===== src/srrw_pkg.sv =====
package srrw_pkg;

    localparam int WINDOW_MAX = 32;
    localparam int SLOT_W     = $clog2(WINDOW_MAX);
    localparam int WIN_W      = 6;
    localparam int ID_W       = 32;
    localparam int LEN_W      = 11;
    localparam int BYTES_W    = 32;
    localparam int CFG_W      = 31;

    localparam logic [WIN_W-1:0] WINDOW_MIN   = WIN_W'(10);
    localparam logic [WIN_W-1:0] WINDOW_LIMIT = WIN_W'(WINDOW_MAX);
    localparam logic [LEN_W-1:0] MAX_LOAD     = LEN_W'(1394);

    // Result kinds.
    localparam logic [1:0] KIND_ACK     = 2'd0;
    localparam logic [1:0] KIND_NAK     = 2'd1;
    localparam logic [1:0] KIND_RELEASE = 2'd2;
    localparam logic [1:0] KIND_IGNORED = 2'd3;

    // Configuration register indexes.
    localparam logic REG_WINDOW_SIZE = 1'b0;
    localparam logic REG_FILE_BYTES  = 1'b1;

    typedef struct packed {
        logic [ID_W-1:0]  packet_id;
        logic [LEN_W-1:0] packet_length;
        logic             crc_good;
    } t_item;

    typedef struct packed {
        logic [1:0]        result_kind;
        logic [ID_W-1:0]   ack_id;
        logic [SLOT_W-1:0] slot_index;
        logic [LEN_W-1:0]  release_length;
        logic              transfer_done;
        logic              last_of_run;
    } t_result;

    // The byte count is spent once it is zero or negative as a signed value.
    function automatic logic count_exhausted(input logic [BYTES_W-1:0] count);
        return (count == '0) || count[BYTES_W-1];
    endfunction

    function automatic logic [WIN_W-1:0] eff_window(input logic [WIN_W-1:0] size);
        logic [WIN_W-1:0] w;
        w = size;
        if (w < WINDOW_MIN) begin
            w = WINDOW_MIN;
        end
        if (w > WINDOW_LIMIT) begin
            w = WINDOW_LIMIT;
        end
        return w;
    endfunction

endpackage


===== src/srrw_rem.sv =====
// Restoring remainder unit: one dividend bit per cycle.
module srrw_rem (
    input  logic                              i_clk,
    input  logic                              i_rst_n,
    input  logic                              i_start,
    input  logic [srrw_pkg::ID_W-1:0]         i_dividend,
    input  logic [srrw_pkg::WIN_W-1:0]        i_divisor,
    output logic                              o_done,
    output logic [srrw_pkg::SLOT_W-1:0]       o_rem
);

    localparam int CNT_W = $clog2(srrw_pkg::ID_W);

    logic                          r_busy;
    logic                          r_done;
    logic [CNT_W-1:0]              r_cnt;
    logic [srrw_pkg::ID_W-1:0]     r_dvd;
    logic [srrw_pkg::WIN_W-1:0]    r_div;
    logic [srrw_pkg::SLOT_W-1:0]   r_rem;

    logic [srrw_pkg::SLOT_W:0]     trial;
    logic [srrw_pkg::SLOT_W:0]     diff;
    logic [srrw_pkg::SLOT_W-1:0]   n_rem;

    // The partial remainder stays below the divisor, so the shifted value fits
    // one bit more than a slot index and the difference fits a slot index.
    always_comb begin
        trial = {r_rem, r_dvd[srrw_pkg::ID_W-1]};
        diff  = trial - (srrw_pkg::SLOT_W+1)'(r_div);
        if ((srrw_pkg::SLOT_W+1)'(r_div) <= trial) begin
            n_rem = diff[srrw_pkg::SLOT_W-1:0];
        end else begin
            n_rem = trial[srrw_pkg::SLOT_W-1:0];
        end
    end

    always_ff @(posedge i_clk) begin
        if (!i_rst_n) begin
            r_busy <= 1'b0;
            r_done <= 1'b0;
            r_cnt  <= '0;
        end else begin
            r_done <= 1'b0;
            if (i_start) begin
                r_busy <= 1'b1;
                r_cnt  <= '0;
                r_dvd  <= i_dividend;
                r_div  <= i_divisor;
                r_rem  <= '0;
            end else if (r_busy) begin
                r_rem <= n_rem;
                r_dvd <= {r_dvd[srrw_pkg::ID_W-2:0], 1'b0};
                r_cnt <= r_cnt + 1'b1;
                if (r_cnt == CNT_W'(srrw_pkg::ID_W - 1)) begin
                    r_busy <= 1'b0;
                    r_done <= 1'b1;
                end
            end
        end
    end

    assign o_done = r_done;
    assign o_rem  = r_rem;

endmodule


===== src/selective_repeat_receive_window.sv =====
// Receive window of a selective-repeat link. Each item describes one received
// packet and is taken when start is high and busy is low. A packet with a bad
// checksum or an id outside the window is answered with one NAK in the cycle
// after it is taken, and once the expected byte count is used up every item is
// answered with one ignored result; both leave busy low, so such items can
// follow each other in every cycle. A good in-window packet is answered with an
// ACK and then one release result per in-order slot that becomes free. Its
// slot is id modulo the window, found by a bit-serial remainder unit that takes
// one id bit per cycle, and busy stays high while the remainder is found and
// while slots are released, at most a full window of them per item. Slot
// lengths live in a small synchronous memory read one slot ahead, so the flush
// releases one slot per cycle. Results appear for exactly one cycle, marked
// by o_result_valid, and the receiver cannot stall them. Configuration must be
// written only while the block is idle, which the block itself does not
// enforce; writing file_bytes also reloads the remaining byte count.
module selective_repeat_receive_window (
    input  logic                        i_clk,
    input  logic                        i_rst_n,
    input  logic                        start,
    output logic                        busy,
    input  srrw_pkg::t_item             i_item,
    output logic                        o_result_valid,
    output srrw_pkg::t_result           o_result,
    input  logic                        i_cfg_we,
    input  logic                        i_cfg_index,
    input  logic [srrw_pkg::CFG_W-1:0]  i_cfg_data
);

    localparam int SLOT_W  = srrw_pkg::SLOT_W;
    localparam int WIN_W   = srrw_pkg::WIN_W;
    localparam int ID_W    = srrw_pkg::ID_W;
    localparam int LEN_W   = srrw_pkg::LEN_W;
    localparam int BYTES_W = srrw_pkg::BYTES_W;

    typedef enum logic [1:0] {
        S_IDLE,
        S_MODW,
        S_FLUSH
    } t_state;

    t_state                          r_state, n_state;
    logic [WIN_W-1:0]                r_window_size, n_window_size;
    logic [ID_W-1:0]                 r_expected, n_expected;
    logic [SLOT_W-1:0]               r_head, n_head;
    logic [BYTES_W-1:0]              r_remaining, n_remaining;
    logic [srrw_pkg::WINDOW_MAX-1:0] r_full, n_full;
    logic                            r_done, n_done;
    logic [ID_W-1:0]                 r_id, n_id;
    logic [LEN_W-1:0]                r_len, n_len;
    logic [WIN_W-1:0]                r_cnt, n_cnt;
    logic                            r_out_valid, n_out_valid;
    srrw_pkg::t_result               r_out, n_out;

    // Slot length store: one write port, one registered read port.
    logic [LEN_W-1:0]                r_len_mem [srrw_pkg::WINDOW_MAX];
    logic [LEN_W-1:0]                r_rd_data;
    logic                            wr_en;
    logic [SLOT_W-1:0]               wr_addr;

    logic [WIN_W-1:0]                win;
    logic [ID_W-1:0]                 offset;
    logic                            rem_start;
    logic                            rem_done;
    logic [SLOT_W-1:0]               rem_value;
    logic [SLOT_W-1:0]               head_next;
    logic [BYTES_W-1:0]              left_after;
    logic                            more;

    srrw_rem u_rem (
        .i_clk      (i_clk),
        .i_rst_n    (i_rst_n),
        .i_start    (rem_start),
        .i_dividend (i_item.packet_id),
        .i_divisor  (win),
        .o_done     (rem_done),
        .o_rem      (rem_value)
    );

    function automatic srrw_pkg::t_result make_result(
        input logic [1:0]        kind,
        input logic [ID_W-1:0]   id,
        input logic [SLOT_W-1:0] slot,
        input logic [LEN_W-1:0]  len,
        input logic              done,
        input logic              last
    );
        srrw_pkg::t_result res;
        res.result_kind    = kind;
        res.ack_id         = id;
        res.slot_index     = slot;
        res.release_length = len;
        res.transfer_done  = done;
        res.last_of_run    = last;
        return res;
    endfunction

    always_comb begin
        win    = srrw_pkg::eff_window(r_window_size);
        offset = i_item.packet_id - r_expected;

        // The head wraps to zero once it reaches the last slot of the window,
        // also when a smaller window was set while the head was beyond it.
        if (WIN_W'(r_head) >= win - 1'b1) begin
            head_next = '0;
        end else begin
            head_next = r_head + 1'b1;
        end
        left_after = r_remaining - BYTES_W'(r_rd_data);

        n_state       = r_state;
        n_window_size = r_window_size;
        n_expected    = r_expected;
        n_head        = r_head;
        n_remaining   = r_remaining;
        n_full        = r_full;
        n_done        = r_done;
        n_id          = r_id;
        n_len         = r_len;
        n_cnt         = r_cnt;
        n_out_valid   = 1'b0;
        n_out         = r_out;
        rem_start     = 1'b0;
        wr_en         = 1'b0;
        wr_addr       = rem_value;
        more          = 1'b0;

        if (i_cfg_we) begin
            case (i_cfg_index)
                srrw_pkg::REG_WINDOW_SIZE: n_window_size = i_cfg_data[WIN_W-1:0];
                srrw_pkg::REG_FILE_BYTES:  n_remaining   = {1'b0, i_cfg_data};
                default: ;
            endcase
        end

        case (r_state)
            S_IDLE: begin
                if (start) begin
                    if (r_done || srrw_pkg::count_exhausted(r_remaining)) begin
                        n_done      = 1'b1;
                        n_out_valid = 1'b1;
                        n_out       = make_result(srrw_pkg::KIND_IGNORED, '0, '0, '0,
                                                  1'b1, 1'b1);
                    end else if (!i_item.crc_good || offset >= ID_W'(win)) begin
                        n_out_valid = 1'b1;
                        n_out       = make_result(srrw_pkg::KIND_NAK, '0, '0, '0,
                                                  1'b0, 1'b1);
                    end else begin
                        n_id      = i_item.packet_id;
                        n_len     = (i_item.packet_length > srrw_pkg::MAX_LOAD) ?
                                    srrw_pkg::MAX_LOAD : i_item.packet_length;
                        rem_start = 1'b1;
                        n_state   = S_MODW;
                    end
                end
            end
            S_MODW: begin
                if (rem_done) begin
                    // Store the length, then see whether the head slot is now
                    // filled; the read of the head slot is forwarded if it is
                    // the slot just written.
                    wr_en             = 1'b1;
                    n_full[rem_value] = 1'b1;
                    more              = r_full[r_head] || (rem_value == r_head);
                    n_cnt             = '0;
                    n_out_valid       = 1'b1;
                    n_out             = make_result(srrw_pkg::KIND_ACK, r_id, '0, '0,
                                                    1'b0, !more);
                    n_state           = more ? S_FLUSH : S_IDLE;
                end
            end
            S_FLUSH: begin
                // r_rd_data holds the length of the head slot, which is full.
                n_full[r_head] = 1'b0;
                n_remaining    = left_after;
                n_expected     = r_expected + 1'b1;
                n_head         = head_next;
                n_cnt          = r_cnt + 1'b1;
                if (srrw_pkg::count_exhausted(left_after)) begin
                    n_done = 1'b1;
                end
                more           = r_full[head_next] && (n_cnt != win);
                n_out_valid    = 1'b1;
                n_out          = make_result(srrw_pkg::KIND_RELEASE, '0, r_head, r_rd_data,
                                             srrw_pkg::count_exhausted(left_after), !more);
                n_state        = more ? S_FLUSH : S_IDLE;
            end
            default: n_state = S_IDLE;
        endcase
    end

    always_ff @(posedge i_clk) begin
        if (!i_rst_n) begin
            r_state       <= S_IDLE;
            r_window_size <= srrw_pkg::WINDOW_MIN;
            r_expected    <= '0;
            r_head        <= '0;
            r_remaining   <= '0;
            r_full        <= '0;
            r_done        <= 1'b0;
            r_cnt         <= '0;
            r_out_valid   <= 1'b0;
        end else begin
            r_state       <= n_state;
            r_window_size <= n_window_size;
            r_expected    <= n_expected;
            r_head        <= n_head;
            r_remaining   <= n_remaining;
            r_full        <= n_full;
            r_done        <= n_done;
            r_cnt         <= n_cnt;
            r_out_valid   <= n_out_valid;
            r_id          <= n_id;
            r_len         <= n_len;
            r_out         <= n_out;
        end
    end

    // The read always targets the next head, so the data for a slot is ready
    // in the cycle it is released. A write to the same slot is forwarded.
    always_ff @(posedge i_clk) begin
        if (wr_en) begin
            r_len_mem[wr_addr] <= r_len;
        end
        if (wr_en && (wr_addr == n_head)) begin
            r_rd_data <= r_len;
        end else begin
            r_rd_data <= r_len_mem[n_head];
        end
    end

    assign busy           = (r_state != S_IDLE);
    assign o_result_valid = r_out_valid;
    assign o_result       = r_out;

    // A release is only shown right after a flush cycle.
    a_release_from_flush: assert property (@(posedge i_clk) disable iff (!i_rst_n)
        (o_result_valid && (o_result.result_kind == srrw_pkg::KIND_RELEASE))
        |-> $past(r_state == S_FLUSH))
        else $error("release result without a flush cycle");

    // Every flush cycle works on a filled head slot.
    a_flush_head_full: assert property (@(posedge i_clk) disable iff (!i_rst_n)
        (r_state == S_FLUSH) |-> r_full[r_head])
        else $error("flush on an empty head slot");

    // The remainder unit only finishes while its result is awaited.
    a_rem_expected: assert property (@(posedge i_clk) disable iff (!i_rst_n)
        rem_done |-> (r_state == S_MODW))
        else $error("remainder finished outside the wait state");

    // Once the transfer is done it stays done until reset.
    a_done_sticky: assert property (@(posedge i_clk) disable iff (!i_rst_n)
        r_done |=> r_done)
        else $error("done flag cleared");

endmodule

===== config.mk =====
export PLATFORM = sky130hd
export DESIGN_NAME = selective_repeat_receive_window
export DESIGN_NICKNAME = d
export VERILOG_FILES = /design/src/srrw_pkg.sv /design/src/srrw_rem.sv /design/src/selective_repeat_receive_window.sv
export SDC_FILE = /design/constraint.sdc
export NUM_CORES = 1
export LEC_CHECK = 0
export ABC_AREA = 1
export BUFFER_PORTS_ARGS = -buffer_cell sky130_fd_sc_hd__buf_2
export CAP_MARGIN = 20
export CORE_AREA = 2 2 278 280
export CTS_CLUSTER_SIZE = 14
export DETAILED_ROUTE_END_ITERATION = 6
export DIE_AREA = 0 0 280 282
export GPL_TIMING_DRIVEN = 0
export SLEW_MARGIN = 30
export SYNTH_ARGS = -nofsm -noshare
export SYNTH_HDL_FRONTEND = slang
export SYNTH_SLANG_ARGS = --single-unit

===== constraint.sdc =====
create_clock -name i_clk -period 6.3 [get_ports i_clk]
set_input_delay 0.315 -clock i_clk [delete_from_list [all_inputs] [get_ports i_clk]]
set_output_delay 0.315 -clock i_clk [all_outputs]
set_load 0.02 [all_outputs]

After elaboration in Yosys (flattened, before gate mapping)
Memory sizes are Yosys's and may differ from the RTL's. A register that Yosys moved wholly into a read port is not among the register bits.
Cells that the tools add are included.
{ "totals": {"ramBits": 352, "n_memories": 1, "input_bits": 80, "ff_bits": 262} }
{ "op_classes": {"eq_ne": 12, "muxes": 55, "bitwise_logic": 8, "order_cmp": 11, "reduce_logical": 32, "add_sub_neg": 8} }
{ "memory_table": {"columns": ["name", "depth", "width", "rd", "rd_clocked_by_memory_dff", "wr", "line", "text"], "rows": [
  ["r_len_mem", 32, 11, 1, 1, 1, "selective_repeat_receive_window.sv:55", "logic [LEN_W-1:0] r_len_mem [srrw_pkg::WINDOW_MAX];"]
]} }
{ "ops": {"columns": ["operator", "n"], "rows": [
  ["2-to-1 mux 52 bit", 4],
  ["2-to-1 mux 32 bit", 6],
  ["one-hot mux 52 bit (3 select lines)", 1],
  ["zero test 32 bit", 2],
  ["one-hot mux 32 bit (2 select lines)", 1],
  ["adder 32 x 1 -> 32 bit, second input constant", 1],
  ["bitwise AND 32 bit", 1],
  [">= comparator 32 x 6 -> 1 bit", 1],
  ["inverter 32 bit", 1],
  ["bitwise OR 32 bit", 1],
  ["subtractor 32 x 11 -> 32 bit", 1],
  ["subtractor 32 bit", 1],
  ["2-to-1 mux 1 bit", 22],
  ["2-to-1 mux 5 bit", 4],
  ["less-than comparator 5 x 6 -> 1 bit, second input constant", 3],
  ["2-to-1 mux 6 bit", 3],
  ["2-to-1 mux 2 bit", 6],
  ["one-hot mux 6 bit (2 select lines)", 1],
  ["nonzero test 2 bit", 6],
  ["> comparator 11 bit, second input constant", 1],
  ["adder 5 x 1 -> 5 bit, second input constant", 2],
  ["binary-select mux 1 bit (select 5 bit)", 2],
  ["demux 1 bit (select 5 bit)", 2],
  [">= comparator 5 x 1 -> 1 bit, second input constant", 2],
  ["29 further kinds", 51]
]} }

Logic depth before layout (Yosys ltp)
{ "logic_depth": {"ltp_word": 12, "ltp_mapped": 30, "mapped_depth_nobuf": 30} }

Hierarchy
Synthesis repeated with hierarchy kept, for this count alone.
{ "hier_totals": {"cells_unflattened": 3196, "area_unflattened_um2": 30055.1} }
{ "by_module_without_submodules": {"columns": ["module", "instances", "cells_per_inst", "area_per_inst_um2"], "rows": [
  ["selective_repeat_receive_window", 1, 2940, 27619.0],
  ["srrw_rem", 1, 256, 2436.1]
]} }

Worst setup path after synthesis
No wires, ideal clock.
{ "synth_path": {"path_kind": "reg2reg", "start": "register r_expected[0]", "end": "register r_out, in the netlist o_result[0] (enable)", "t_arrival_ns": 6.039, "path_slack_ns": -0.279, "synth_period_minus_slack_ns": 6.579, "path_stages_with_launch": 21, "path_buffers": 0, "cell_sequence": "dfxtp_1 -> ha_1 -> inv_1 -> fa_1 -> nand2_1 -> nand2_1 -> and2_2 -> xor2_1 -> ha_1 -> nand2_1 -> inv_1 -> nand2_1 -> nand3_1 -> nor2_1 -> nand2_1 -> nor2_1 -> nand3_1 -> nor3_2 -> nand3_2 -> nor2_4 -> a211oi_1"} }
{ "synth_between": {"elab_chain_cells": 5} }
{ "synth_lines": {"columns": ["element", "line", "text"], "rows": [
  ["start, declared", "selective_repeat_receive_window.sv:43", "logic [ID_W-1:0] r_expected, n_expected;"],
  ["start signal, assigned", "selective_repeat_receive_window.sv:205", "r_expected <= n_expected;"],
  ["subtractor 32 bit", "selective_repeat_receive_window.sv:99", "offset = i_item.packet_id - r_expected;"],
  [">= comparator 32 x 6 -> 1 bit", "selective_repeat_receive_window.sv:143", "end else if (!i_item.crc_good || offset >= ID_W'(win)) begin"],
  ["logical OR 1 bit", "selective_repeat_receive_window.sv:143", null],
  ["inequality test 3 bit (no line)", null, null],
  ["AND reduction 5 bit (no line)", null, null],
  ["end signal, assigned", "selective_repeat_receive_window.sv:214", "r_out <= n_out;"],
  ["end, declared", "selective_repeat_receive_window.sv:52", "srrw_pkg::t_result r_out, n_out;"]
]} }
Every way passes these cells.
A chain may end at the register's enable or synchronous reset.

==> results_dict.tcl <==
set metrics [dict create \
    outcome "finished clean" \
    timing.critical_path.buf_inv 4 \
    dieArea_mm2 0.0790 \
    synthXorXnorAreaFrac 0.0172 \
    ys_seq_elements 619 \
    syn_area_per_cell_um2 9.45 \
    cts_buffers 69 \
    dieWidth_um 280 \
    grt_pass1_wl_mm 147 \
    routed_wl_mm 98.8 \
    clock_latency_ps 620 \
    setup_viol 0 \
    syn2layout_area_growth_pct 18.9 \
    grt_max_degree 39 \
    pre_cts_ws_ps 378 \
    rsz0062_at_grt "false" \
    worst_pin_slew_ps 976 \
    fin_ws_ps 402 \
    cts_root_buf "clkbuf_16" \
    period_minus_slack_ps 5900 \
    synthArstFlopShare 0 \
    rows 101 \
    slew_headroom 0.347 \
    drive_gt1_frac 0.119 \
    final_common_cell "edfxtp_1" \
    antenna_found_initial 3 \
    wl_per_cell_um 21.7 \
    vdd_drop_max_v 0.000155 \
    start_util 0.397 \
    synth-main-ff-cell "edfxtp_1" \
    fin_worst_skew_ps 36.9 \
    leakagePower_nw 13.8 \
    start_kind "register" \
    gp_congestion 0.954 \
    fin_area_mm2 0.0357 \
    place.detailed.hpwl_mm 72.4 \
    place_area_mm2 0.0328 \
    cts_tree "done" \
    path_delay_family "compound AO/OA/AOI/OAI gates" \
    synth_cells 3177 \
    syn_nets 3336 \
    drt_iter0_drc 2404 \
    syn_area_mm2 0.0300 \
    via_per_inst 5.43 \
    worstPathArrival_ps 6260 \
    worstSetupPathType "reg -> reg" \
    clockBufferDepth 3 \
    crit_path_max_incr_delay_ps 580 \
    synth-edff-count 490 \
    synth.distinct_cells 59 \
    synth.area.mux_share 0.000667 \
    maxCapViolations 0 \
    powerDensity_mw_per_mm2 250 \
    fin_nets 3671 \
    dr.pass1.iters 6 \
    cp_common_cell "nand2_1" \
    hold_viol_final 0 \
    die_h_um 282 \
    yosysWarnings 0 \
    synth-compound-area-share 0.132 \
    fill_cells 7101 \
    ios 134 \
    end_kind "register" \
    clkTransAtPathRegs_ps 60 \
    layout_common_cells "490 x edfxtp_1, 443 x nand2_1, 439 x nor2_1" \
    clock_sinks 619 \
    yosys.area_share.simple 0.175 \
    cp_data_required_time_ps 6670 \
    tns_ps 0 \
    post-route-period-util 0.936 \
    slew_viol_final 0 \
    track_usage 0.248 \
    synth_seq_area_share 0.576 \
    fmax_ghz 0.170 \
    core_area_mm2 0.0757 \
    post_cts_buffers 0 \
    cpMaxStageDelayCell "clkbuf_1" \
    htree_levels 3 \
    crit_chain "clkbuf_1 -> clkbuf_1 -> clkbuf_1 -> o21ai_0 -> o22ai_1 -> nor2_1 -> o211ai_1 -> nand2_1 -> ha_1 -> nand2_1 -> o21ai_0 -> a21boi_0 -> o21ai_0 -> a21boi_0 -> or2_2 -> nand3_1 -> nor2_1 -> nand2_1 -> nor2_1 -> nand3_1 -> nand2_1 -> o21ai_1 -> inv_1" \
    drcViolationCount 0 \
    synthAdderAreaFrac 0.0337 \
    grt_pass1_vias 23600 \
    overflow 0 \
    port_buffers 132 \
    ant_nets 0 \
    hold_class "in -> reg" \
    synth_top_family_by_area "simple AND/OR/NAND/NOR gates" \
    vias 24700 \
    path_max_fanout 10 \
]
==> worst min-delay path: cells and delay by family <==
kind	cells	cell delay, ps
and+or+nand+nor	1	40
buffers and inverters	1	80
AOI/OAI and AO/OA	2	170
==> flip-flops by register name (all words and copies together), names as in the netlist, 6 cells and up, named ones only <==
register / cells
r_len_mem: 352
r_len: 11
r_window_size: 6
r_full: 32
r_remaining: 32
u_rem.r_div: 6
r_cnt: 6
o_result: 52
u_rem.r_dvd: 32
r_id: 32
r_expected: 32
==> Yosys cell counts (5+ instances only) <==
library cell | instances | area share
buf_1 | 7 | 0.00087
nand2_2 | 16 | 0.0033
nand4_1 | 42 | 0.0087
a32o_1 | 6 | 0.0020
a21boi_0 | 6 | 0.0015
a221oi_1 | 11 | 0.0032
o21ai_2 | 10 | 0.0029
o21a_1 | 6 | 0.0015
xnor2_1 | 13 | 0.0038
and3_1 | 5 | 0.0010
nor2_2 | 9 | 0.0019
inv_2 | 19 | 0.0024
xor2_1 | 46 | 0.013
inv_1 | 354 | 0.044
a21oi_1 | 139 | 0.023
o21ai_1 | 24 | 0.0040
nor3_1 | 81 | 0.013
nor4_1 | 15 | 0.0031
a211oi_1 | 10 | 0.0025
nand3_1 | 143 | 0.024
a31oi_1 | 41 | 0.0085
edfxtp_1 | 490 | 0.49
clkbuf_1 | 120 | 0.015
nand3b_1 | 5 | 0.0012
or2_2 | 11 | 0.0023
o21bai_1 | 9 | 0.0022
buf_6 | 5 | 0.0019
o211ai_1 | 8 | 0.0020
nand2_1 | 444 | 0.055
a311oi_1 | 5 | 0.0015
ha_1 | 76 | 0.032
o21ai_0 | 285 | 0.047
o221ai_1 | 64 | 0.019
o22ai_1 | 30 | 0.0062
dfxtp_1 | 129 | 0.086
nor2_1 | 452 | 0.056
==> final cells by class <==
type	instances	area, um^2	share of cell area
diodes	2	5.00	0.000140
plain buffers	134	546	0.0153
clock buffers	88	1820	0.0509
clock inverters	39	440	0.0123
inverters	377	1420	0.0396
multi-input cells	2047	11000	0.307
flip-flops and latches	619	17300	0.484
well taps	978	1220	0.0343
repair buffers	264	1990	0.0558
==> final timing paths <==
kind / start / endpoint / slack (ps) / cells past startpoint
worst min-delay path: i_cfg_data[13] / r_remaining[13]$_SDFFE_PN0P_ / 20 / 4
worst max register to register: register / o_result[1]$_DFFE_PP_ / 400 / 23
worst max-delay path: register / o_result[1]$_DFFE_PP_ / 400 / 23
worst min register to register: r_done$_SDFFE_PN0P_ / r_done$_SDFFE_PN0P_ / 450 / 2
==> per-stage QoR <==
stage	utilization	total power, mW	instances	hold WS (ps)
floorplan	-	4.77	3177	414
global placement	0.422	4.92	4287	441
detailed placement	0.433	4.92	4354	444
CTS	0.471	8.98	4544	0.487
global route	0.472	9.20	4548	36.1
finish	0.472	8.94	4548	15.3
==> cell families after synthesis <==
| kind of cell | count (synthesis) |
|---|---|
| AOI/OAI and AO/OA | 671 |
| xor gates and xnor gates | 59 |
| adders and majority gates | 79 |
| muxes | 2 |
| and+or+nand+nor | 1236 |
| buffers and inverters | 511 |
| DFF | 619 |
==> per-layer routing <==
metal / GRT usage / share of wire / routed length [um]
met1: 0.326 / 0.41 / 40800
met2: 0.407 / 0.46 / 45900
met3: 0.0384 / 0.080 / 7940
met4: 0.109 / 0.042 / 4160
met5: 0 / 0.00016 / 16
==> report_power, final <==
| part | switching, mW | internal (mW) |
|---|---|---|
| Combinational | 0.311 | 0.179 |
| Clock | 1.71 | 2.36 |
| Sequential | 0.0127 | 4.37 |
==> timing repair <==
item | in CTS | in global routing
gates resized for setup | 0 | 4
setup endpoints to repair | 0 | 2
hold buffers | 63 | 0
hold endpoints to repair | 63 | 0
(Power assumes the default switching activity.)
